### config.mk
export PLATFORM = sky130hd
export DESIGN_NAME = continuous_systematic_resampler
export DESIGN_NICKNAME = d
export VERILOG_FILES = /design/src/csr_pkg.sv /design/src/continuous_systematic_resampler.sv
export SDC_FILE = /design/constraint.sdc
export NUM_CORES = 2
export LEC_CHECK = 0
export BUFFER_PORTS_ARGS = -buffer_cell sky130_fd_sc_hd__buf_2
export CORE_ASPECT_RATIO = 1.1
export CORE_MARGIN = 4
export CORE_UTILIZATION = 50
export DETAILED_ROUTE_END_ITERATION = 6
export PLACE_DENSITY = 0.67
export SLEW_MARGIN = 20
export SYNTH_ARGS = -nofsm -noshare
export SYNTH_HDL_FRONTEND = slang
export SYNTH_SLANG_ARGS = --single-unit
### constraint.sdc
create_clock -name clk -period 8.73 [get_ports clk]
set_clock_uncertainty 0.2 [all_clocks]
set_input_delay 1.746 -clock clk [delete_from_list [all_inputs] [get_ports clk]]
set_output_delay 1.746 -clock clk [all_outputs]
set_load 0.01 [all_outputs]
### src/csr_pkg.sv
// Shared constants for the continuous systematic resampler.
// Holds register indexes, field widths, reset values and parameter defaults.
// No dependencies.
`default_nettype none

package csr_pkg;

    // configuration port
    localparam int CFG_ADDR_W = 2;
    localparam int CFG_DATA_W = 32;

    localparam logic [CFG_ADDR_W-1:0] REG_PARTICLE_COUNT  = 2'd0;
    localparam logic [CFG_ADDR_W-1:0] REG_PARTITION_COUNT = 2'd1;
    localparam logic [CFG_ADDR_W-1:0] REG_OFFSET_U        = 2'd2;

    // field widths
    localparam int WEIGHT_W = 32;
    localparam int INDEX_W  = 16;
    localparam int FRAC_W   = 17;
    localparam int POINT_W  = 7;
    localparam int SUM_W    = 34;
    localparam int OUT_DATA_W = 40;

    localparam logic [FRAC_W-1:0] FRAC_ONE = 17'h10000;

    // reset values of the registers
    localparam logic [INDEX_W-1:0] RST_PARTICLE_COUNT  = 16'd2;
    localparam logic [POINT_W-1:0] RST_PARTITION_COUNT = 7'd1;

    // parameter defaults
    localparam int DEF_MAX_POINTS    = 64;
    localparam int DEF_MAX_PARTICLES = 65535;

endpackage

`default_nettype wire

### src/continuous_systematic_resampler.sv
// Continuous systematic resampler: streamed weights in, stratified picks out.
// Depends on csr_pkg for constants; one shared multiplier and a radix-2 divider.
//
// Usage:
//   s_tdata carries one Q0.32 weight per beat. For every stratified point
//   (u + j)/M that the running sum passes, one beat leaves on m_tdata with
//   the 1-based particle index and the Q1.16 position inside that weight;
//   m_tlast marks the last beat caused by a weight. The user must write the
//   registers via cfg_we/cfg_addr/cfg_wdata only while idle; the block has no guard.
// Sequence:
//   A weight is accepted in ST_IDLE, passes the shared multiplier in turn for
//   M*prev, M*sum and M*w, then reaches the check state; each emitted point
//   goes through ST_PREP and, when the fraction needs it, ST_SAT and the
//   bit-serial divider before the next check. The divider loop sets the
//   throughput; s_tready is high only between weights.
// Reset:
//   Clears the running sum, point and particle counters, any result held,
//   and loads N = 2, M = 1, u = 0.
// Stall:
//   A result sits in the output register until taken; the sequencer holds
//   the next result and waits while m_tready is low. A new weight is taken
//   while the last result of the previous one still waits.
`default_nettype none

module continuous_systematic_resampler #(
    parameter int MAX_POINTS    = csr_pkg::DEF_MAX_POINTS,
    parameter int MAX_PARTICLES = csr_pkg::DEF_MAX_PARTICLES
) (
    input  wire logic                             clk,
    input  wire logic                             rst_n,
    // configuration
    input  wire logic                             cfg_we,
    input  wire logic [csr_pkg::CFG_ADDR_W-1:0]   cfg_addr,
    input  wire logic [csr_pkg::CFG_DATA_W-1:0]   cfg_wdata,
    // weights in
    input  wire logic                             s_tvalid,
    output logic                                  s_tready,
    input  wire logic [csr_pkg::WEIGHT_W-1:0]     s_tdata,   // [31:0] weight
    // picks out
    output logic                                  m_tvalid,
    input  wire logic                             m_tready,
    output logic [csr_pkg::OUT_DATA_W-1:0]        m_tdata,   // [15:0] particle_index,
                                                             // [32:16] fraction, [39:33] zero
    output logic                                  m_tlast    // last_of_run
);

    typedef enum logic [2:0] {
        ST_IDLE,
        ST_MUL_BASE,
        ST_MUL_LIM,
        ST_MUL_W,
        ST_CHECK,
        ST_PREP,
        ST_SAT,
        ST_DIV
    } state_t;

    localparam int IW = csr_pkg::INDEX_W;
    localparam int FW = csr_pkg::FRAC_W;
    localparam int PW = csr_pkg::POINT_W;
    localparam int SW = csr_pkg::SUM_W;
    localparam int WW = csr_pkg::WEIGHT_W;
    localparam int PRODW = SW + PW;        // M * sum
    localparam int TGTW  = PW + WW;        // u + j * 2^32
    localparam int MWW   = WW + 6;         // M * w, M <= 64
    localparam int QW    = 16;

    state_t               state_reg, state_next;

    logic [IW-1:0]        pcount_reg, pcount_next;
    logic [PW-1:0]        pparts_reg, pparts_next;
    logic [WW-1:0]        offset_reg, offset_next;

    logic [SW-1:0]        sum_reg, sum_next;
    logic [PW-1:0]        point_reg, point_next;
    logic [IW-1:0]        seen_reg, seen_next;

    logic [WW-1:0]        w_reg, w_next;
    logic [SW-1:0]        prev_reg, prev_next;
    logic [IW-1:0]        idx_reg, idx_next;
    logic [PW-1:0]        m_reg, m_next;
    logic [IW-1:0]        n_reg, n_next;

    logic [PRODW-1:0]     base_reg, base_next;
    logic [PRODW-1:0]     limit_reg, limit_next;
    logic [MWW-1:0]       mw_reg, mw_next;
    logic [TGTW-1:0]      target_reg, target_next;
    logic [PRODW-1:0]     diff_reg, diff_next;
    logic [MWW-1:0]       rem_reg, rem_next;
    logic [QW-1:0]        quo_reg, quo_next;
    logic [3:0]           step_reg, step_next;

    logic                 pend_reg, pend_next;
    logic [IW-1:0]        pend_index_reg, pend_index_next;
    logic [FW-1:0]        pend_frac_reg, pend_frac_next;

    logic                 out_valid_reg, out_valid_next;
    logic [IW-1:0]        out_index_reg, out_index_next;
    logic [FW-1:0]        out_frac_reg, out_frac_next;
    logic                 out_last_reg, out_last_next;

    // combinational helpers
    logic [PW-1:0]        m_eff;
    logic [IW-1:0]        n_eff;
    logic [SW:0]          sum_add;
    logic [SW-1:0]        mul_b;
    logic [PRODW-1:0]     mul_p;
    logic [TGTW-1:0]      target;
    logic                 hit;
    logic                 out_free;
    logic [PRODW:0]       sub;
    logic [MWW:0]         rem_sh;
    logic                 rem_ge;

    assign m_eff = (pparts_reg > PW'(MAX_POINTS)) ? PW'(MAX_POINTS) : pparts_reg;
    assign n_eff = (pcount_reg < 16'd2) ? 16'd2 :
                   ((pcount_reg > IW'(MAX_PARTICLES)) ? IW'(MAX_PARTICLES) : pcount_reg);

    assign sum_add = {1'b0, sum_reg} + {3'b000, s_tdata};

    // shared multiplier, operand chosen by the sequencer
    always_comb
    begin
        case (state_reg)
            ST_MUL_BASE: mul_b = prev_reg;
            ST_MUL_LIM:  mul_b = sum_reg;
            default:     mul_b = {2'b00, w_reg};
        endcase
    end
    assign mul_p = {{SW{1'b0}}, m_reg} * {{PW{1'b0}}, mul_b};

    assign target   = {point_reg, offset_reg};
    assign hit      = (point_reg < m_reg) && ({{(PRODW-TGTW){1'b0}}, target} <= limit_reg);
    assign out_free = !out_valid_reg || m_tready;
    assign sub      = {{(PRODW+1-TGTW){1'b0}}, target_reg} - {1'b0, base_reg};
    assign rem_sh   = {rem_reg, 1'b0};
    assign rem_ge   = rem_sh >= {1'b0, mw_reg};

    assign s_tready = (state_reg == ST_IDLE);
    assign m_tvalid = out_valid_reg;
    assign m_tdata  = {{(csr_pkg::OUT_DATA_W-IW-FW){1'b0}}, out_frac_reg, out_index_reg};
    assign m_tlast  = out_last_reg;

    always_comb
    begin
        state_next      = state_reg;
        pcount_next     = pcount_reg;
        pparts_next     = pparts_reg;
        offset_next     = offset_reg;
        sum_next        = sum_reg;
        point_next      = point_reg;
        seen_next       = seen_reg;
        w_next          = w_reg;
        prev_next       = prev_reg;
        idx_next        = idx_reg;
        m_next          = m_reg;
        n_next          = n_reg;
        base_next       = base_reg;
        limit_next      = limit_reg;
        mw_next         = mw_reg;
        target_next     = target_reg;
        diff_next       = diff_reg;
        rem_next        = rem_reg;
        quo_next        = quo_reg;
        step_next       = step_reg;
        pend_next       = pend_reg;
        pend_index_next = pend_index_reg;
        pend_frac_next  = pend_frac_reg;
        out_valid_next  = out_valid_reg && !m_tready;
        out_index_next  = out_index_reg;
        out_frac_next   = out_frac_reg;
        out_last_next   = out_last_reg;

        if (cfg_we)
        begin
            unique case (cfg_addr)
                csr_pkg::REG_PARTICLE_COUNT:  pcount_next = cfg_wdata[IW-1:0];
                csr_pkg::REG_PARTITION_COUNT: pparts_next = cfg_wdata[PW-1:0];
                csr_pkg::REG_OFFSET_U:        offset_next = cfg_wdata[WW-1:0];
                default: ;
            endcase
        end

        unique case (state_reg)
            ST_IDLE:
            begin
                if (s_tvalid)
                begin
                    w_next    = s_tdata;
                    prev_next = sum_reg;
                    sum_next  = sum_add[SW] ? {SW{1'b1}} : sum_add[SW-1:0];
                    idx_next  = seen_reg + 16'd1;
                    m_next    = m_eff;
                    n_next    = n_eff;
                    state_next = ST_MUL_BASE;
                end
            end
            ST_MUL_BASE:
            begin
                base_next  = mul_p;
                state_next = ST_MUL_LIM;
            end
            ST_MUL_LIM:
            begin
                limit_next = mul_p;
                state_next = ST_MUL_W;
            end
            ST_MUL_W:
            begin
                mw_next    = mul_p[MWW-1:0];
                state_next = ST_CHECK;
            end
            ST_CHECK:
            begin
                // release the held result once we know whether another follows
                if (!pend_reg || out_free)
                begin
                    if (pend_reg)
                    begin
                        out_valid_next = 1'b1;
                        out_index_next = pend_index_reg;
                        out_frac_next  = pend_frac_reg;
                        out_last_next  = !hit;
                        pend_next      = 1'b0;
                    end
                    if (hit)
                    begin
                        target_next = target;
                        point_next  = point_reg + 7'd1;
                        state_next  = ST_PREP;
                    end
                    else
                    begin
                        if (idx_reg >= n_reg)
                        begin
                            sum_next   = '0;
                            point_next = '0;
                            seen_next  = '0;
                        end
                        else
                        begin
                            seen_next = idx_reg;
                        end
                        state_next = ST_IDLE;
                    end
                end
            end
            ST_PREP:
            begin
                if (idx_reg == n_reg)
                begin
                    // last particle folds onto its neighbor at full position
                    pend_next       = 1'b1;
                    pend_index_next = n_reg - 16'd1;
                    pend_frac_next  = csr_pkg::FRAC_ONE;
                    state_next      = ST_CHECK;
                end
                else if (idx_reg == 16'd1 || w_reg == '0 || sub[PRODW])
                begin
                    pend_next       = 1'b1;
                    pend_index_next = idx_reg;
                    pend_frac_next  = '0;
                    state_next      = ST_CHECK;
                end
                else
                begin
                    diff_next  = sub[PRODW-1:0];
                    state_next = ST_SAT;
                end
            end
            ST_SAT:
            begin
                if (diff_reg >= {{(PRODW-MWW){1'b0}}, mw_reg})
                begin
                    pend_next       = 1'b1;
                    pend_index_next = idx_reg;
                    pend_frac_next  = csr_pkg::FRAC_ONE;
                    state_next      = ST_CHECK;
                end
                else
                begin
                    rem_next   = diff_reg[MWW-1:0];
                    quo_next   = '0;
                    step_next  = '0;
                    state_next = ST_DIV;
                end
            end
            ST_DIV:
            begin
                // one quotient bit per cycle
                rem_next  = rem_ge ? MWW'(rem_sh - {1'b0, mw_reg}) : rem_sh[MWW-1:0];
                quo_next  = {quo_reg[QW-2:0], rem_ge};
                step_next = step_reg + 4'd1;
                if (step_reg == 4'd15)
                begin
                    pend_next       = 1'b1;
                    pend_index_next = idx_reg;
                    pend_frac_next  = {1'b0, quo_reg[QW-2:0], rem_ge};
                    state_next      = ST_CHECK;
                end
            end
            default:
            begin
                state_next = ST_IDLE;
            end
        endcase
    end

    always_ff @(posedge clk or negedge rst_n)
    begin
        if (!rst_n)
        begin
            state_reg     <= ST_IDLE;
            pcount_reg    <= csr_pkg::RST_PARTICLE_COUNT;
            pparts_reg    <= csr_pkg::RST_PARTITION_COUNT;
            offset_reg    <= '0;
            sum_reg       <= '0;
            point_reg     <= '0;
            seen_reg      <= '0;
            pend_reg      <= 1'b0;
            out_valid_reg <= 1'b0;
            step_reg      <= '0;
        end
        else
        begin
            state_reg     <= state_next;
            pcount_reg    <= pcount_next;
            pparts_reg    <= pparts_next;
            offset_reg    <= offset_next;
            sum_reg       <= sum_next;
            point_reg     <= point_next;
            seen_reg      <= seen_next;
            pend_reg      <= pend_next;
            out_valid_reg <= out_valid_next;
            step_reg      <= step_next;
        end
    end

    always_ff @(posedge clk)
    begin
        w_reg          <= w_next;
        prev_reg       <= prev_next;
        idx_reg        <= idx_next;
        m_reg          <= m_next;
        n_reg          <= n_next;
        base_reg       <= base_next;
        limit_reg      <= limit_next;
        mw_reg         <= mw_next;
        target_reg     <= target_next;
        diff_reg       <= diff_next;
        rem_reg        <= rem_next;
        quo_reg        <= quo_next;
        pend_index_reg <= pend_index_next;
        pend_frac_reg  <= pend_frac_next;
        out_index_reg  <= out_index_next;
        out_frac_reg   <= out_frac_next;
        out_last_reg   <= out_last_next;
    end

`ifndef SYNTH
    a_idle_no_pending: assert property (@(posedge clk) disable iff (!rst_n)
        s_tready |-> !pend_reg)
        else $error("result still held while accepting a weight");

    a_frac_range: assert property (@(posedge clk) disable iff (!rst_n)
        out_valid_reg |-> (out_frac_reg <= csr_pkg::FRAC_ONE))
        else $error("fraction above one");

    a_div_remainder: assert property (@(posedge clk) disable iff (!rst_n)
        (state_reg == ST_DIV) |-> (rem_reg < mw_reg))
        else $error("divider remainder out of range");

    a_index_nonzero: assert property (@(posedge clk) disable iff (!rst_n)
        out_valid_reg |-> (out_index_reg != 16'd0))
        else $error("zero particle index");

    a_done_to_idle: assert property (@(posedge clk) disable iff (!rst_n)
        (state_reg == ST_CHECK && !hit && (!pend_reg || out_free)) |=> s_tready)
        else $error("weight finished without returning to idle");
`endif

endmodule

`default_nettype wire
* Yosys cells after proc, flatten, opt, wreduce, memory -nomap -nowiden
Cells that the tools add are included.
** Storage, ports and cells
- Register bits :: 546
- Latch bits :: 0
- Bits in writable memories :: 0
- Bits in read-only memories :: 0
- Input port bits :: 71
- Logic and storage cells :: 145
- Memories kept :: 0
** Cells by class
- $add $sub $neg :: 7
- $mul :: 1
- Div/mod/pow operators :: 0
- Magnitude comparators :: 8
- Equality and inequality tests :: 20
- Shift operators :: 0
- Muxes and demuxes :: 45
- Bitwise operators :: 3
- Reduce and logical (&&, ||, !) cells :: 33
** Operators by type and width (number)
- 34-bit two-way mux :: 5
- 34-bit case mux with 2 select lines :: 2
- 16-bit two-way mux :: 6
- 38-bit two-way mux :: 2
- 38-bit case mux with 2 select lines :: 1
- 17-bit two-way mux :: 4
- 17-bit case mux with 3 select lines :: 1
- 16-bit case mux with 3 select lines :: 1
- 39-bit by 41-bit subtractor with 42-bit output :: 1
- 41-bit by 38-bit >= comparator with 1-bit output :: 1
- 39-bit by 41-bit <= comparator with 1-bit output :: 1
- 7-bit by 34-bit multiplier with 41-bit output :: 1
- 39-bit by 38-bit >= comparator with 1-bit output :: 1
- 38-bit subtractor :: 1
- 34-bit by 32-bit adder with 35-bit output :: 1
- 32-bit logical NOT :: 1
- 15-bit case mux with 2 select lines :: 1
- 3-bit case mux with 8 select lines :: 1
- 3-bit AND reduction :: 6
- 16-bit by 1-bit adder with 16-bit output (second input constant) :: 1
- 16-bit by 1-bit equality test with 1-bit output (second input constant) :: 1
- 16-bit equality test :: 1
- 16-bit >= comparator :: 1
- 16-bit > comparator (second input constant) :: 1
- other kinds (35) :: 74

* Longest topological paths before layout
- Depth after elaboration :: 6
- Depth in mapped cells :: 27
- Depth with buffers taken out :: 24

* Worst setup path before layout
OpenSTA, ideal clock, no wires.
- Path kind :: register -> register
- From :: register state_reg[2]
- To :: register base_reg[38], data pin
- Arrival :: 6.920 ns
- Slack :: 1.346 ns
- Stages on the path, launching flop included :: 24
- Path buffers :: 3
- Path through :: dfrtp_1 -> clkbuf_1 -> nor3b_1 -> clkbuf_1 -> clkbuf_1 -> a22o_1 -> a21oi_1 -> nor2_1 -> fa_1 -> fa_1 -> fa_1 -> inv_1 -> fa_1 -> inv_1 -> ha_1 -> nand2_1 -> or3_1 -> nor3_1 -> a32oi_1 -> a21oi_1 -> a41oi_1 -> o31ai_1 -> a21oi_1 -> xnor2_1
** On the way
- Cells in the longest elaborated chain, start to end :: 3
- Elaborated cells between the ends (all ways) :: 4
** Ends and longest elaborated chain
- start: declaration :: RTL line continuous_systematic_resampler.sv:68 : state_t state_reg, state_next;
- start signal: assignment :: RTL line continuous_systematic_resampler.sv:326 : state_reg <= state_next;
- 3-bit by 2-bit equality test with 1-bit output or 3-bit by 1-bit equality test with 1-bit output (tied branches) :: RTL line continuous_systematic_resampler.sv:124 : case (state_reg)
- 34-bit case mux with 2 select lines (*) :: RTL line continuous_systematic_resampler.sv:124
- 7-bit by 34-bit multiplier with 41-bit output (*) :: RTL line continuous_systematic_resampler.sv:130 : assign mul_p = {{SW{1'b0}}, m_reg} * {{PW{1'b0}}, mul_b};
- named net mul_p[38] :: RTL line continuous_systematic_resampler.sv:107 : logic [PRODW-1:0] mul_p;
- end signal: assignment :: RTL line continuous_systematic_resampler.sv:346 : base_reg <= base_next;
- end: declaration :: RTL line continuous_systematic_resampler.sv:84 : logic [PRODW-1:0] base_reg, base_next;
Mark *: on every way through the listed nets, which the timed path passes. The rest lies on a longest branch.
A chain may end at the register's enable or synchronous reset.

* Worst setup path in the final report
- From :: register state_reg[1]
- To :: register base_reg[38], data pin
Same word-level chain as after synthesis.

==> metrics.md <==
| Metric | Value |
|---|---|
| Status | finished clean |
| Register area share after synthesis | 0.4455 |
| Full die area | 0.07522 mm2 |
| CP top delay family | compound AO/OA/AOI/OAI gates |
| Vias | 24.63k |
| Starting Density | 0.5041 |
| Area grow syn2layout | 9.657% |
| CTS Buffer Depth | 3 |
| ANT nets after route | 0 |
| Crit end category | flip-flop |
| Max-slew violations | 0 |
| Drc violations | 0 |
| Relative slew margins | 0.2757 |
| Drt first-iter violations | 1549 |
| GRT Total Usage | 0.2222 |
| Core area | 0.07032 mm2 |
| Vias in the first global route | 23.94k |
| DRT Wirelength | 83.75 mm |
| Post-CTS setup buffer count | 0 |
| Row cnt | 102 |
| # H-tree levels | 2 |
| Slew of the pin with the lowest slew margin | 1080 ps |
| Tmin final | 7314 ps |
| Die W | 261.9 um |
| Area leader, netlist | edfxtp_1 |
| Hold_buf cts | 0 |
| Reg2reg path depth | 24 |
| Mean Syn Cell Area | 10.66 um2 |
| Post-synth top flop | edfxtp_1 |
| Cell depth of the worst setup path | 24 |
| I/O Buffers | 106 |
| Clock Tree Root | clkbuf_16 |
| Vias per cell | 5.611 |
| Synth unique cells | 86 |
| Antenna cells | 0 |
| DR pass1 iterations | 5 |
| Crit start category | flip-flop |
| CP required | 8870 ps |
| Synth Instances | 3326 |
| Crit Path Class | flip-flop to flip-flop |
| Final TNS setup | 0 ps |
| CTS tree | done |
| Layout cells sized above 1 | 0.09207 |
| WHS Path Cells | 0 |
| Clock Pin Slew Worst Setup and Hold Paths | 70 ps |
| Placer congestion estimate | 0.8891 |
| Setup violators final | 0 |
| WP buf/inv | 5 |
| Max FO, Critical Path | 33 |
| Fmax | 0.1367 GHz |
| Hold Crit Class | flip-flop to flip-flop |
| Async set-or-reset flop fraction in the synthesized netlist | 0.2216 |
| IO Count | 114 |
| Largest cells by area after synthesis | edfxtp_1 (36%), ha_1 (9.6%), fa_1 (9.1%) |
| Critical-path cell list | nor3b_2 -> nor2_2 -> buf_4 -> a21oi_1 -> nor2_1 -> fa_1 -> inv_1 -> fa_1 -> inv_1 -> fa_1 -> inv_1 -> fa_1 -> inv_1 -> ha_1 -> o21ai_0 -> o211ai_1 -> nand3_1 -> o211ai_1 -> a32oi_1 -> a21oi_1 -> a41oi_1 -> o31ai_1 -> a21oi_1 -> xnor2_1 |
| Top-area cell type share of the netlist area | 0.3600 |
| Largest net degree at the start of global routing | 83 |
| YS warnings | 0 |
| Post-synth EDFFs | 425 |
| Clk_lat worst skew | 620 ps |
| Routed len/inst | 19.08 um |
| Grt total ovfl | 0 |
| # resized after CTS | 0 |
| Net count, final | 3911 |
| Combined area of all synthesized cells | 0.03545 mm2 |
| First-pass GRT wire length | 131.7 mm |
| Post-DP HPWL | 64.63 mm |
| Yosys reg bits | 546 |
| Inserted Clock Buffers | 55 |
| Max incr delay on CP | 580 ps |
| Critical-path top delay cell | a21oi_1 |
| Period utilisation layout | 0.8378 |
| Arr. time, crit path | 7460 ps |
| Number of antenna violations at the first check in global routing | 1 |
| Hold violation count in the final report | 0 |
| Die Ht | 287.3 um |
| CTS Sinks | 546 |
| RSZ-0062 raised after global routing | no |
| Max_cap viols | 0 |
[stage by stage]
stage | instances | util | cell area (um2) | setup slack, ps | hold slack [ps]
6_report | 4390 | 0.5528 | 38870 | 1416 | 217.3
5_1_grt | 4390 | 0.5528 | 38870 | 964.0 | 224.1
4_1_cts | 4389 | 0.5525 | 38850 | 1446 | 219.1
3_5_place_dp | 4285 | 0.5254 | 36950 | 1494 | 204.5
3_3_place_gp | 4285 | 0.5254 | 36950 | 1589 | 201.7
2_1_floorplan | 3332 | - | 35470 | 1346 | 200.3
[layout make-up]
class | instances | area, um2
Clock buffer | 74 | 1550
Clock inverter | 30 | 352.8
Fill cell | 6063 | 31450
Inverter | 333 | 1252
Multi-Input combinational cell | 2339 | 18010
Sequential cell | 546 | 15790
Tap cell | 936 | 1171
Timing Repair Buffer | 132 | 744.5
[synthesized netlist by cell type (all sizes together), types with 6 or more instances]
| cell type | instances |
|---|---|
| a211o | 8 |
| a211oi | 17 |
| a21boi | 6 |
| a21o | 98 |
| a21oi | 250 |
| a221o | 7 |
| a221oi | 6 |
| a22o | 34 |
| a22oi | 7 |
| a31oi | 26 |
| and2 | 43 |
| and3 | 28 |
| buf | 23 |
| clkbuf | 91 |
| dfrtp | 119 |
| edfxtp | 425 |
| fa | 162 |
| ha | 271 |
| inv | 332 |
| mux2 | 56 |
| mux2i | 9 |
| nand2 | 209 |
| nand2b | 58 |
| nand3 | 59 |
| nand4 | 50 |
| nor2 | 330 |
| nor2b | 34 |
| nor3 | 45 |
| nor4 | 26 |
| o211ai | 15 |
| o21a | 29 |
| o21ai | 154 |
| o21bai | 16 |
| o2bb2ai | 30 |
| o31ai | 9 |
| or2 | 12 |
| or3 | 16 |
| xnor2 | 100 |
| xor2 | 49 |
[worst reg2reg max path, stage by stage, from the launching register on]
cell and delay (ps):
dfrtp_1 560, nor3b_2 420, nor2_2 80, buf_4 250, a21oi_1 610, nor2_1 130, fa_1 530, inv_1 50
fa_1 470, inv_1 50, fa_1 530, inv_1 50, fa_1 530, inv_1 40, ha_1 350, o21ai_0 130
o211ai_1 250, nand3_1 200, o211ai_1 390, a32oi_1 200, a21oi_1 290, a41oi_1 210, o31ai_1 250, a21oi_1 120
xnor2_1 150
[routing by layer]
| metal | wire, um | vias up | GRT usage |
|---|---|---|---|
| met5 | 0 | - | 0 |
| li1 | - | 11950 | - |
| met2 | 38240 | 641 | 0.3529 |
| met1 | 37480 | 11900 | 0.3125 |
| met3 | 4197 | 139 | 0.02626 |
| met4 | 3834 | 0 | 0.09104 |
[cells in the final DEF, fill, tap and decap left out, drive strengths merged, types with 98 or more instances in the layout]
| cell | instances |
|---|---|
| nor2 | 330 |
| edfxtp | 425 |
| a21o | 98 |
| dfrtp | 119 |
| nand2 | 209 |
| o21ai | 154 |
| ha | 271 |
| fa | 162 |
| inv | 338 |
| xnor2 | 100 |
| a21oi | 250 |
| buf | 132 |
[logic make-up after synthesis]
family	after synthesis	share of synthesized area
multiplexers	65	0.02033
AND/OR/NAND/NOR	930	0.1239
buffers and inverters	447	0.04903
other	1	0.0001058
XOR/XNOR	149	0.03681
AO/OA/AOI/OAI	755	0.1371
adder cells (fa/ha/maj)	433	0.1871
flip-flops	546	0.4455
[path summary, 6_finish.rpt]
path	startpoint	to	slack [ps]
setup / recovery	state_reg[1]$_DFFE_PN0P_	base_reg[38]$_DFFE_PN_	1420
hold / removal	pend_frac_reg[1]$_DFFE_PP_	out_frac_reg[1]$_DFFE_PP_	220
setup reg to reg	state_reg[1]$_DFFE_PN0P_	base_reg[38]$_DFFE_PN_	1420
hold reg to reg	pend_frac_reg[1]$_DFFE_PP_	out_frac_reg[1]$_DFFE_PP_	220
max in group asynchronous	rst_n	sum_reg[1]$_DFFE_PN0P_	6140
min in group asynchronous	rst_n	step_reg[1]$_DFFE_PN0P_	970
Power is left out: the tool's default activity adds up to more than one toggle a clock period on the data nets, which glitch-free logic cannot reach.
